[config.mk]
export PLATFORM = sky130hd
export DESIGN_NAME = tcpq_cell
export DESIGN_NICKNAME = d
export VERILOG_FILES = /design/src/tcpq_pkg.sv /design/src/tcpq_cell.sv
export SDC_FILE = /design/constraint.sdc
export NUM_CORES = 1
export LEC_CHECK = 0
export BUFFER_PORTS_ARGS = -buffer_cell sky130_fd_sc_hd__clkbuf_2
export CORE_MARGIN = 5
export CORE_UTILIZATION = 35
export DETAILED_ROUTE_END_ITERATION = 16
export PLACE_DENSITY = 0.73
export SYNTH_ARGS = -nofsm -noshare
export SYNTH_HDL_FRONTEND = slang
export SYNTH_SLANG_ARGS = --single-unit
[constraint.sdc]
create_clock -name clk -period 7.29 [get_ports clk]
set_clock_uncertainty 0.2 [all_clocks]
set_input_delay 1.458 -clock clk [delete_from_list [all_inputs] [get_ports clk]]
set_output_delay 1.458 -clock clk [all_outputs]
set_load 0.005 [all_outputs]
[src/tcpq_pkg.sv]
// Package with the shared types and codes of the two-class priority queue.
package tcpq_pkg;

  // Operation codes carried by a command beat.
  typedef enum logic [2:0] {
    OP_ENQUEUE = 3'd0,
    OP_DEQUEUE = 3'd1,
    OP_PROMOTE = 3'd2,
    OP_TIME    = 3'd3,
    OP_REMOVE  = 3'd4
  } op_t;

  // Status codes returned with every response beat.
  typedef enum logic [1:0] {
    ST_OK       = 2'd0,
    ST_EMPTY    = 2'd1,
    ST_FULL     = 2'd2,
    ST_NOTFOUND = 2'd3
  } status_t;

  // Sequencer states.
  typedef enum logic {
    SEQ_IDLE,
    SEQ_EXEC
  } seq_t;

  // Configuration register indexes.
  localparam logic CFG_ELDER_AGE      = 1'b0;
  localparam logic CFG_WAIT_THRESHOLD = 1'b1;

  localparam int CFG_DATA_W = 10;

  // Command beat.
  typedef struct packed {
    logic [2:0]  op;
    logic [15:0] ticket;
    logic [6:0]  age;
    logic        health_worker;
    logic [9:0]  current_time;
  } cmd_t;

  // Response beat.
  typedef struct packed {
    logic [1:0]  status;
    logic [15:0] out_ticket;
    logic        out_priority;
    logic        out_emergency;
    logic [6:0]  entry_count;
  } rsp_t;

  // Payload held by one cell.
  typedef struct packed {
    logic [15:0] tk;
    logic        pr;
    logic        em;
  } slot_t;

  // Cell content as seen by its neighbors.
  typedef struct packed {
    logic  v;
    slot_t s;
  } entry_t;

  // Control broadcast from the sequencer to every cell.
  typedef struct packed {
    logic        go;
    op_t         op;
    logic [15:0] ticket;
    logic        new_pr;
    logic        full;
    logic        empty;
    logic        found;
    logic        sel_pr;
    logic        time_hit;
  } cell_ctrl_t;

endpackage

[src/tcpq_cell.sv]
// One cell of the queue chain: holds one entry and trades it with its neighbors.
module tcpq_cell (
  input  logic                 clk,
  input  logic                 rst,
  input  tcpq_pkg::cell_ctrl_t ctrl,
  input  tcpq_pkg::entry_t     left,
  input  logic                 left_keep,
  input  logic                 left_edge,
  input  tcpq_pkg::entry_t     right,
  input  logic                 seen_in,
  output tcpq_pkg::entry_t     ent,
  output logic                 keep,
  output logic                 pr_valid,
  output logic                 seen_out,
  output logic                 first
);

  logic            vld;
  tcpq_pkg::slot_t slot;
  logic            vld_next;
  tcpq_pkg::slot_t slot_next;
  logic            match;

  assign ent      = '{v: vld, s: slot};
  assign pr_valid = vld & slot.pr;

  // An enqueue leaves this cell in place when the new entry belongs behind it.
  assign keep = vld & (slot.pr | ~ctrl.new_pr);

  // Search chain: a match is the first one when no cell nearer the head matched.
  assign match    = vld & (slot.tk == ctrl.ticket);
  assign first    = match & ~seen_in;
  assign seen_out = seen_in | match;

  // Next content of the cell for the current operation.
  always_comb begin
    vld_next  = vld;
    slot_next = slot;
    if (ctrl.go) begin
      case (ctrl.op)
        tcpq_pkg::OP_ENQUEUE: begin
          if (!ctrl.full && !keep) begin
            if (left_keep) begin
              vld_next  = 1'b1;
              slot_next = '{tk: ctrl.ticket, pr: ctrl.new_pr, em: 1'b0};
            end else begin
              vld_next  = left.v;
              slot_next = left.s;
            end
          end
        end
        tcpq_pkg::OP_DEQUEUE: begin
          if (!ctrl.empty) begin
            vld_next  = right.v;
            slot_next = right.s;
          end
        end
        tcpq_pkg::OP_PROMOTE: begin
          if (ctrl.found) begin
            if (ctrl.sel_pr) begin
              if (first) begin
                slot_next.em = 1'b1;
              end
            end else if (vld && !slot.pr && !seen_in) begin
              // Normal cells up to the match shift back by one; the first
              // normal cell takes the promoted ticket.
              if (left_edge) begin
                slot_next = '{tk: ctrl.ticket, pr: 1'b1, em: 1'b1};
              end else begin
                slot_next = left.s;
              end
            end
          end
        end
        tcpq_pkg::OP_TIME: begin
          if (ctrl.time_hit && vld) begin
            slot_next.pr = 1'b1;
          end
        end
        tcpq_pkg::OP_REMOVE: begin
          if (ctrl.found && seen_out) begin
            vld_next  = right.v;
            slot_next = right.s;
          end
        end
        default: begin
          vld_next  = vld;
          slot_next = slot;
        end
      endcase
    end
  end

  // Valid flag.
  always_ff @(posedge clk) begin
    if (rst) begin
      vld <= 1'b0;
    end else begin
      vld <= vld_next;
    end
  end

  // Entry payload.
  always_ff @(posedge clk) begin
    slot <= slot_next;
  end

endmodule
After elaboration in Yosys (flattened, before gate mapping)
Cells that the tools add are included.
{"block": "classes", "n_eq_ne": 14, "mux": 19, "bitwise_logic": 8, "reduce_logical": 17}
{"cell": "18-bit 2-to-1 mux", "n": 7}
{"cell": "16-bit case mux with 4 select lines", "n": 1}
{"cell": "17-bit 2-to-1 mux", "n": 1}
{"cell": "16-bit equality test", "n": 1}
{"cell": "8-bit AND reduction", "n": 2}
{"cell": "2-bit != test (second input constant)", "n": 7}
{"cell": "9-bit AND reduction", "n": 1}
{"cell": "1-bit 2-to-1 mux", "n": 7}
{"cell": "3-bit by 2-bit equality test with 1-bit output (second input constant)", "n": 2}
{"cell": "3-bit != test (second input constant)", "n": 2}
{"cell": "1-bit logical AND", "n": 5}
{"cell": "1-bit case mux with 5 select lines", "n": 1}
{"cell": "5-bit AND reduction", "n": 1}
{"cell": "5-bit nonzero test", "n": 1}
{"cell": "1-bit AND", "n": 4}
{"cell": "1-bit zero test", "n": 4}
{"cell": "1-bit case mux with 4 select lines", "n": 1}
{"cell": "4-bit nonzero test", "n": 1}
{"cell": "3-bit by 1-bit equality test with 1-bit output (second input constant)", "n": 1}
{"cell": "3-bit equality test (second input constant)", "n": 1}
{"cell": "3-bit zero test", "n": 1}
{"cell": "1-bit case mux with 3 select lines", "n": 1}
{"cell": "3-bit nonzero test", "n": 1}
{"cell": "1-bit inverter", "n": 2}
{"cell": "1-bit bitwise OR", "n": 2}
{"block": "word_totals", "regBits": 19, "inputBits": 69}

Depth between registers and ports, before layout
{"block": "logic_depth", "ltp_word": 7, "depth_mapped": 7, "mapped_depth_nobuf": 5}

Least setup slack after synthesis
Ideal clock, no wire load.
{"block": "synth_path", "path_type": "input -> output", "startpoint": "in ctrl[10] in the netlist's numbering", "endpoint": "out first", "t_arrival_ns": 2.460, "required_ns": 5.632, "slack_ns": 3.172, "cell_stages": 5, "path_buffers": 0, "cell_sequence": "xor2_1 > nor4_1 > nand4b_1 > nor4_2 > and2_1"}
{"block": "synth_via", "elab_chain_cells": 3}
{"element": "start: declaration", "line_no": "tcpq_cell.sv:5", "source": "input tcpq_pkg::cell_ctrl_t ctrl,"}
{"element": "16-bit equality test", "line_no": "tcpq_cell.sv:31", "source": "assign match = vld & (slot.tk == ctrl.ticket);"}
{"element": "1-bit AND", "line_no": "tcpq_cell.sv:31"}
{"element": "1-bit AND", "line_no": "tcpq_cell.sv:32", "source": "assign first = match & ~seen_in;"}
{"element": "end: declaration", "line_no": "tcpq_cell.sv:15", "source": "output logic first"}
No other way between the ends.

Worst setup path after layout
Same ends and word-level chain as after synthesis.

==> results.txt <==
The flow ran to the end, and the final reports show no timing, DRC or antenna violations. The site row count is 26. The number of pins with negative max-slew slack in the final report is 0.

The setup TNS came out at 0 ps. After clock tree synthesis, the clock-pin slew on the worst setup and hold paths is 80 ps. The count of unresolved DRC violations after routing came out at 0.

The family of cells with the greatest summed delay on the critical path is simple AND/OR/NAND/NOR gates. Routability-driven placement finished with a final weighted congestion of 0.862. The signal on the critical path passes through clkbuf_2 > xor2_1 > nor4_1 > nand4b_1 > nor4_2 > and2_1 > clkbuf_2. The die outline area is 6750 µm². The clock root buffer is sky130_fd_sc_hd__clkbuf_8. For this design, the slowest cell found on the critical path is sky130_fd_sc_hd__nor4_2. The number of clock sinks came out at 19. The register bit count reported by yosys is 19. The area growth from synthesis to layout is 27.7%. Entering global routing, the biggest net connects 20 pins. The fraction of the core area covered by cells at the end of the flow is 45.9%.

The die span in x is 82.1 µm. The logic depth of the worst setup path including buffers is 7. The routed length per instance came out at 15.9 µm. The depth of the CTS H-tree is 1. The first-pass iteration count of the detailed router came out at 4. The worst hold path belongs to the class reg -> reg.

The clock tree buffer depth came out at 2. Across all layers, the routed design uses 1682 vias. The total congestion overflow came out at 0.

The power per cell area came out at 143 nW/µm². The worst register-to-register path ends at ent[8]. By area the synthesized netlist is led by sky130_fd_sc_hd__edfxtp_1, sky130_fd_sc_hd__mux2i_1, sky130_fd_sc_hd__o221ai_2, sky130_fd_sc_hd__nand2_1, sky130_fd_sc_hd__o221ai_1. The clock network latency to the later pin of the worst-skew pair came out at 260 ps.

The final hold slack is 590 ps. The number of buffer cells added on primary ports came out at 91. The analysis attributes to cell leakage a power of 1.02 nW.

The sequential share of the synthesized area is 30.8%. Buffers inserted to repair hold after CTS numbered 0. The post-CTS setup buffer count is 0. The final antenna-violating net count came out at 0. In the synthesized netlist, the number of instances is 178. The first global-routing pass estimated 8130 µm of wire. Summing every instance area after synthesis gives 1820 µm².

The longest individual stage delay on the worst path is 390 ps. Once detailed placement completed, the half-perimeter wirelength came to 4070 µm. The initial cell density of the core came out at 35.9%. The highest net fanout along the worst path came out at 3. Buffers inserted during clock tree synthesis total 3. The highest achievable clock rate is 221 MHz. The number of buffers and inverters on the critical path came out at 2. At the worst endpoint, the arrival time is 2880 ps. The largest voltage drop on the vdd net is 84.2 µV. The wire length reported by the detailed router came out at 5290 µm. The per-instance average area after synthesis is 10.2 µm². At the pin with the least slew margin, the transition time is 985 ps. The required time of the critical path came out at 5630 ps. The number of standard cells in the layout, taps in and fillers out is 332.

The synthesized design spends more area on one cell type than any other, namely sky130_fd_sc_hd__edfxtp_1. After detailed placement, the design holds a cell count of 328. After detailed routing, the number of vias per cell comes to 5.07. The commonest non-fill, non-tap cell in the layout is sky130_fd_sc_hd__clkbuf_2. The I/O pin total is 92. The critical path is of the in -> out type.

The number of violations of the max-capacitance limit came out at 0. In this run the tightest slew margin relative to its limit is 34.4%. The most critical setup path has its endpoint at first. The number of nets in the synthesized netlist is 247. The count of synthesis-stage warnings from yosys is 0. TritonCTS built the clock tree. The count of flip-flops with a built-in enable after synthesis came out at 18. The critical path's most frequent cell is sky130_fd_sc_hd__clkbuf_2. The via count of the first global-routing pass is 1695. The count of routing violations after the opening detailed-route iteration came out at 28. The die extent in y came out at 82.1 µm. The proportion of synthesized flip-flops having asynchronous set or reset came out at 0%. Setup repair after global routing left no endpoint under its margin.

The hold violation count in the final report came to 0. In this run the worst setup path begins at ctrl[10]. The top-area cell type share of the netlist area is 29.7%. The logic depth of the worst register-to-register path is 6.

The final critical-path required period came out at 4530 ps. For this run, the leading register cell type out of synthesis is sky130_fd_sc_hd__edfxtp_1. The final clock period utilization by the worst path came out at 62.2%.

After clock tree synthesis, the repair step resized 0 gates. Across every metal layer, demand over resource in global routing totals 15.8%. The final layout contains 332 nets. Setup violations remaining at the end of the flow were counted as 0. The startpoint of the worst-slack reg-to-reg timing path is ent[1]. The fraction of layout cells with a size suffix above 1 is 43.1%. The reg-to-reg setup timing slack came out at 4990 ps. In the layout the commonest cells are sky130_fd_sc_hd__clkbuf_2, sky130_fd_sc_hd__mux2i_1, sky130_fd_sc_hd__nand2_1, sky130_fd_sc_hd__edfxtp_1, sky130_fd_sc_hd__o221ai_1. Total power for the finished layout comes to 0.332 mW. STA classifies the critical path endpoint as an output port.

The region available for standard cell placement spans 5070 µm². After synthesis, the netlist uses 45 different library cells. The number of antenna diodes in the final layout is 0. STA classifies the critical path startpoint as a primary input. The initial antenna violation count came to 0.
synth_stat cells, types with 2 or more instances:
cell type,instances
sky130_fd_sc_hd__xor2_1,7
sky130_fd_sc_hd__o221ai_1,10
sky130_fd_sc_hd__buf_4,3
sky130_fd_sc_hd__nand2b_1,2
sky130_fd_sc_hd__nand2_1,24
sky130_fd_sc_hd__buf_2,4
sky130_fd_sc_hd__nor2_1,7
sky130_fd_sc_hd__and2_1,3
sky130_fd_sc_hd__xnor2_1,9
sky130_fd_sc_hd__and3_1,2
sky130_fd_sc_hd__buf_6,4
sky130_fd_sc_hd__nand3_1,2
sky130_fd_sc_hd__nor3b_1,3
sky130_fd_sc_hd__o21ai_0,3
sky130_fd_sc_hd__nor3_1,4
sky130_fd_sc_hd__edfxtp_1,18
sky130_fd_sc_hd__nand4b_1,2
sky130_fd_sc_hd__a21oi_1,4
sky130_fd_sc_hd__mux2i_1,33
sky130_fd_sc_hd__nor4_1,2
sky130_fd_sc_hd__o221ai_2,8
per-layer routing:
| metal | share of wire, % | wire, µm | track usage [%] |
|---|---|---|---|
| met1 | 40 | 2110 | 17.9 |
| met3 | 5.6 | 297 | 3.47 |
| met5 | 0 | 0 | 0 |
| met2 | 53 | 2820 | 30.0 |
| met4 | 1.2 | 65 | 3.32 |
per-stage QoR:
stage | cell area, µm² | setup WS, ps
after detailed placement | 2280 | 2770
after floorplan | 1820 | 3170
final | 2330 | 2760
after global routing | 2330 | 2580
after CTS | 2330 | 2770
after global placement | 2280 | 2780
logic make-up after synthesis:
| logic type | share of synthesized area (%) |
|---|---|
| AOI/OAI and AO/OA | 19.6 |
| xor gates and xnor gates | 8.59 |
| buffers and inverters | 5.43 |
| DFF | 30.8 |
| muxes | 18.1 |
| and+or+nand+nor | 17.5 |
worst register-to-register path: stages, from the launching register on:
cell and delay, ps:
sky130_fd_sc_hd__edfxtp_1 420, sky130_fd_sc_hd__nand2b_1 180, sky130_fd_sc_hd__a211o_1 360, sky130_fd_sc_hd__a2111oi_4 320
sky130_fd_sc_hd__a21oi_2 130, sky130_fd_sc_hd__nor2_1 120, sky130_fd_sc_hd__buf_4 260
area by class of cell:
type	count	area, µm²
Multi-Input combinational cell	145	1160
Clock buffer	3	41.3
Clock inverter	1	5.00
Timing Repair Buffer	92	463
Tap cell	70	87.6
Sequential cell	19	561
Fill cell	529	2750
Inverter	2	7.51
power breakdown:
group | internal (mW) | switching, mW
Combinational | 0.0532 | 0.0610
Sequential | 0.134 | 0.00754
Clock | 0.0381 | 0.0382
Total | 0.225 | 0.107
state kept, by name, summed over array words and instances, names as in the netlist:
name	flops
vld	1
ent	18
how the worst min path moves through the flow:
stage,end,cells past startpoint,start
finish,vld,3,vld
global route,vld,3,vld
CTS,vld,3,vld
detailed placement,vld,3,vld
global placement,vld,3,vld
floorplan,vld,3,vld
(Power assumes the default switching activity.)
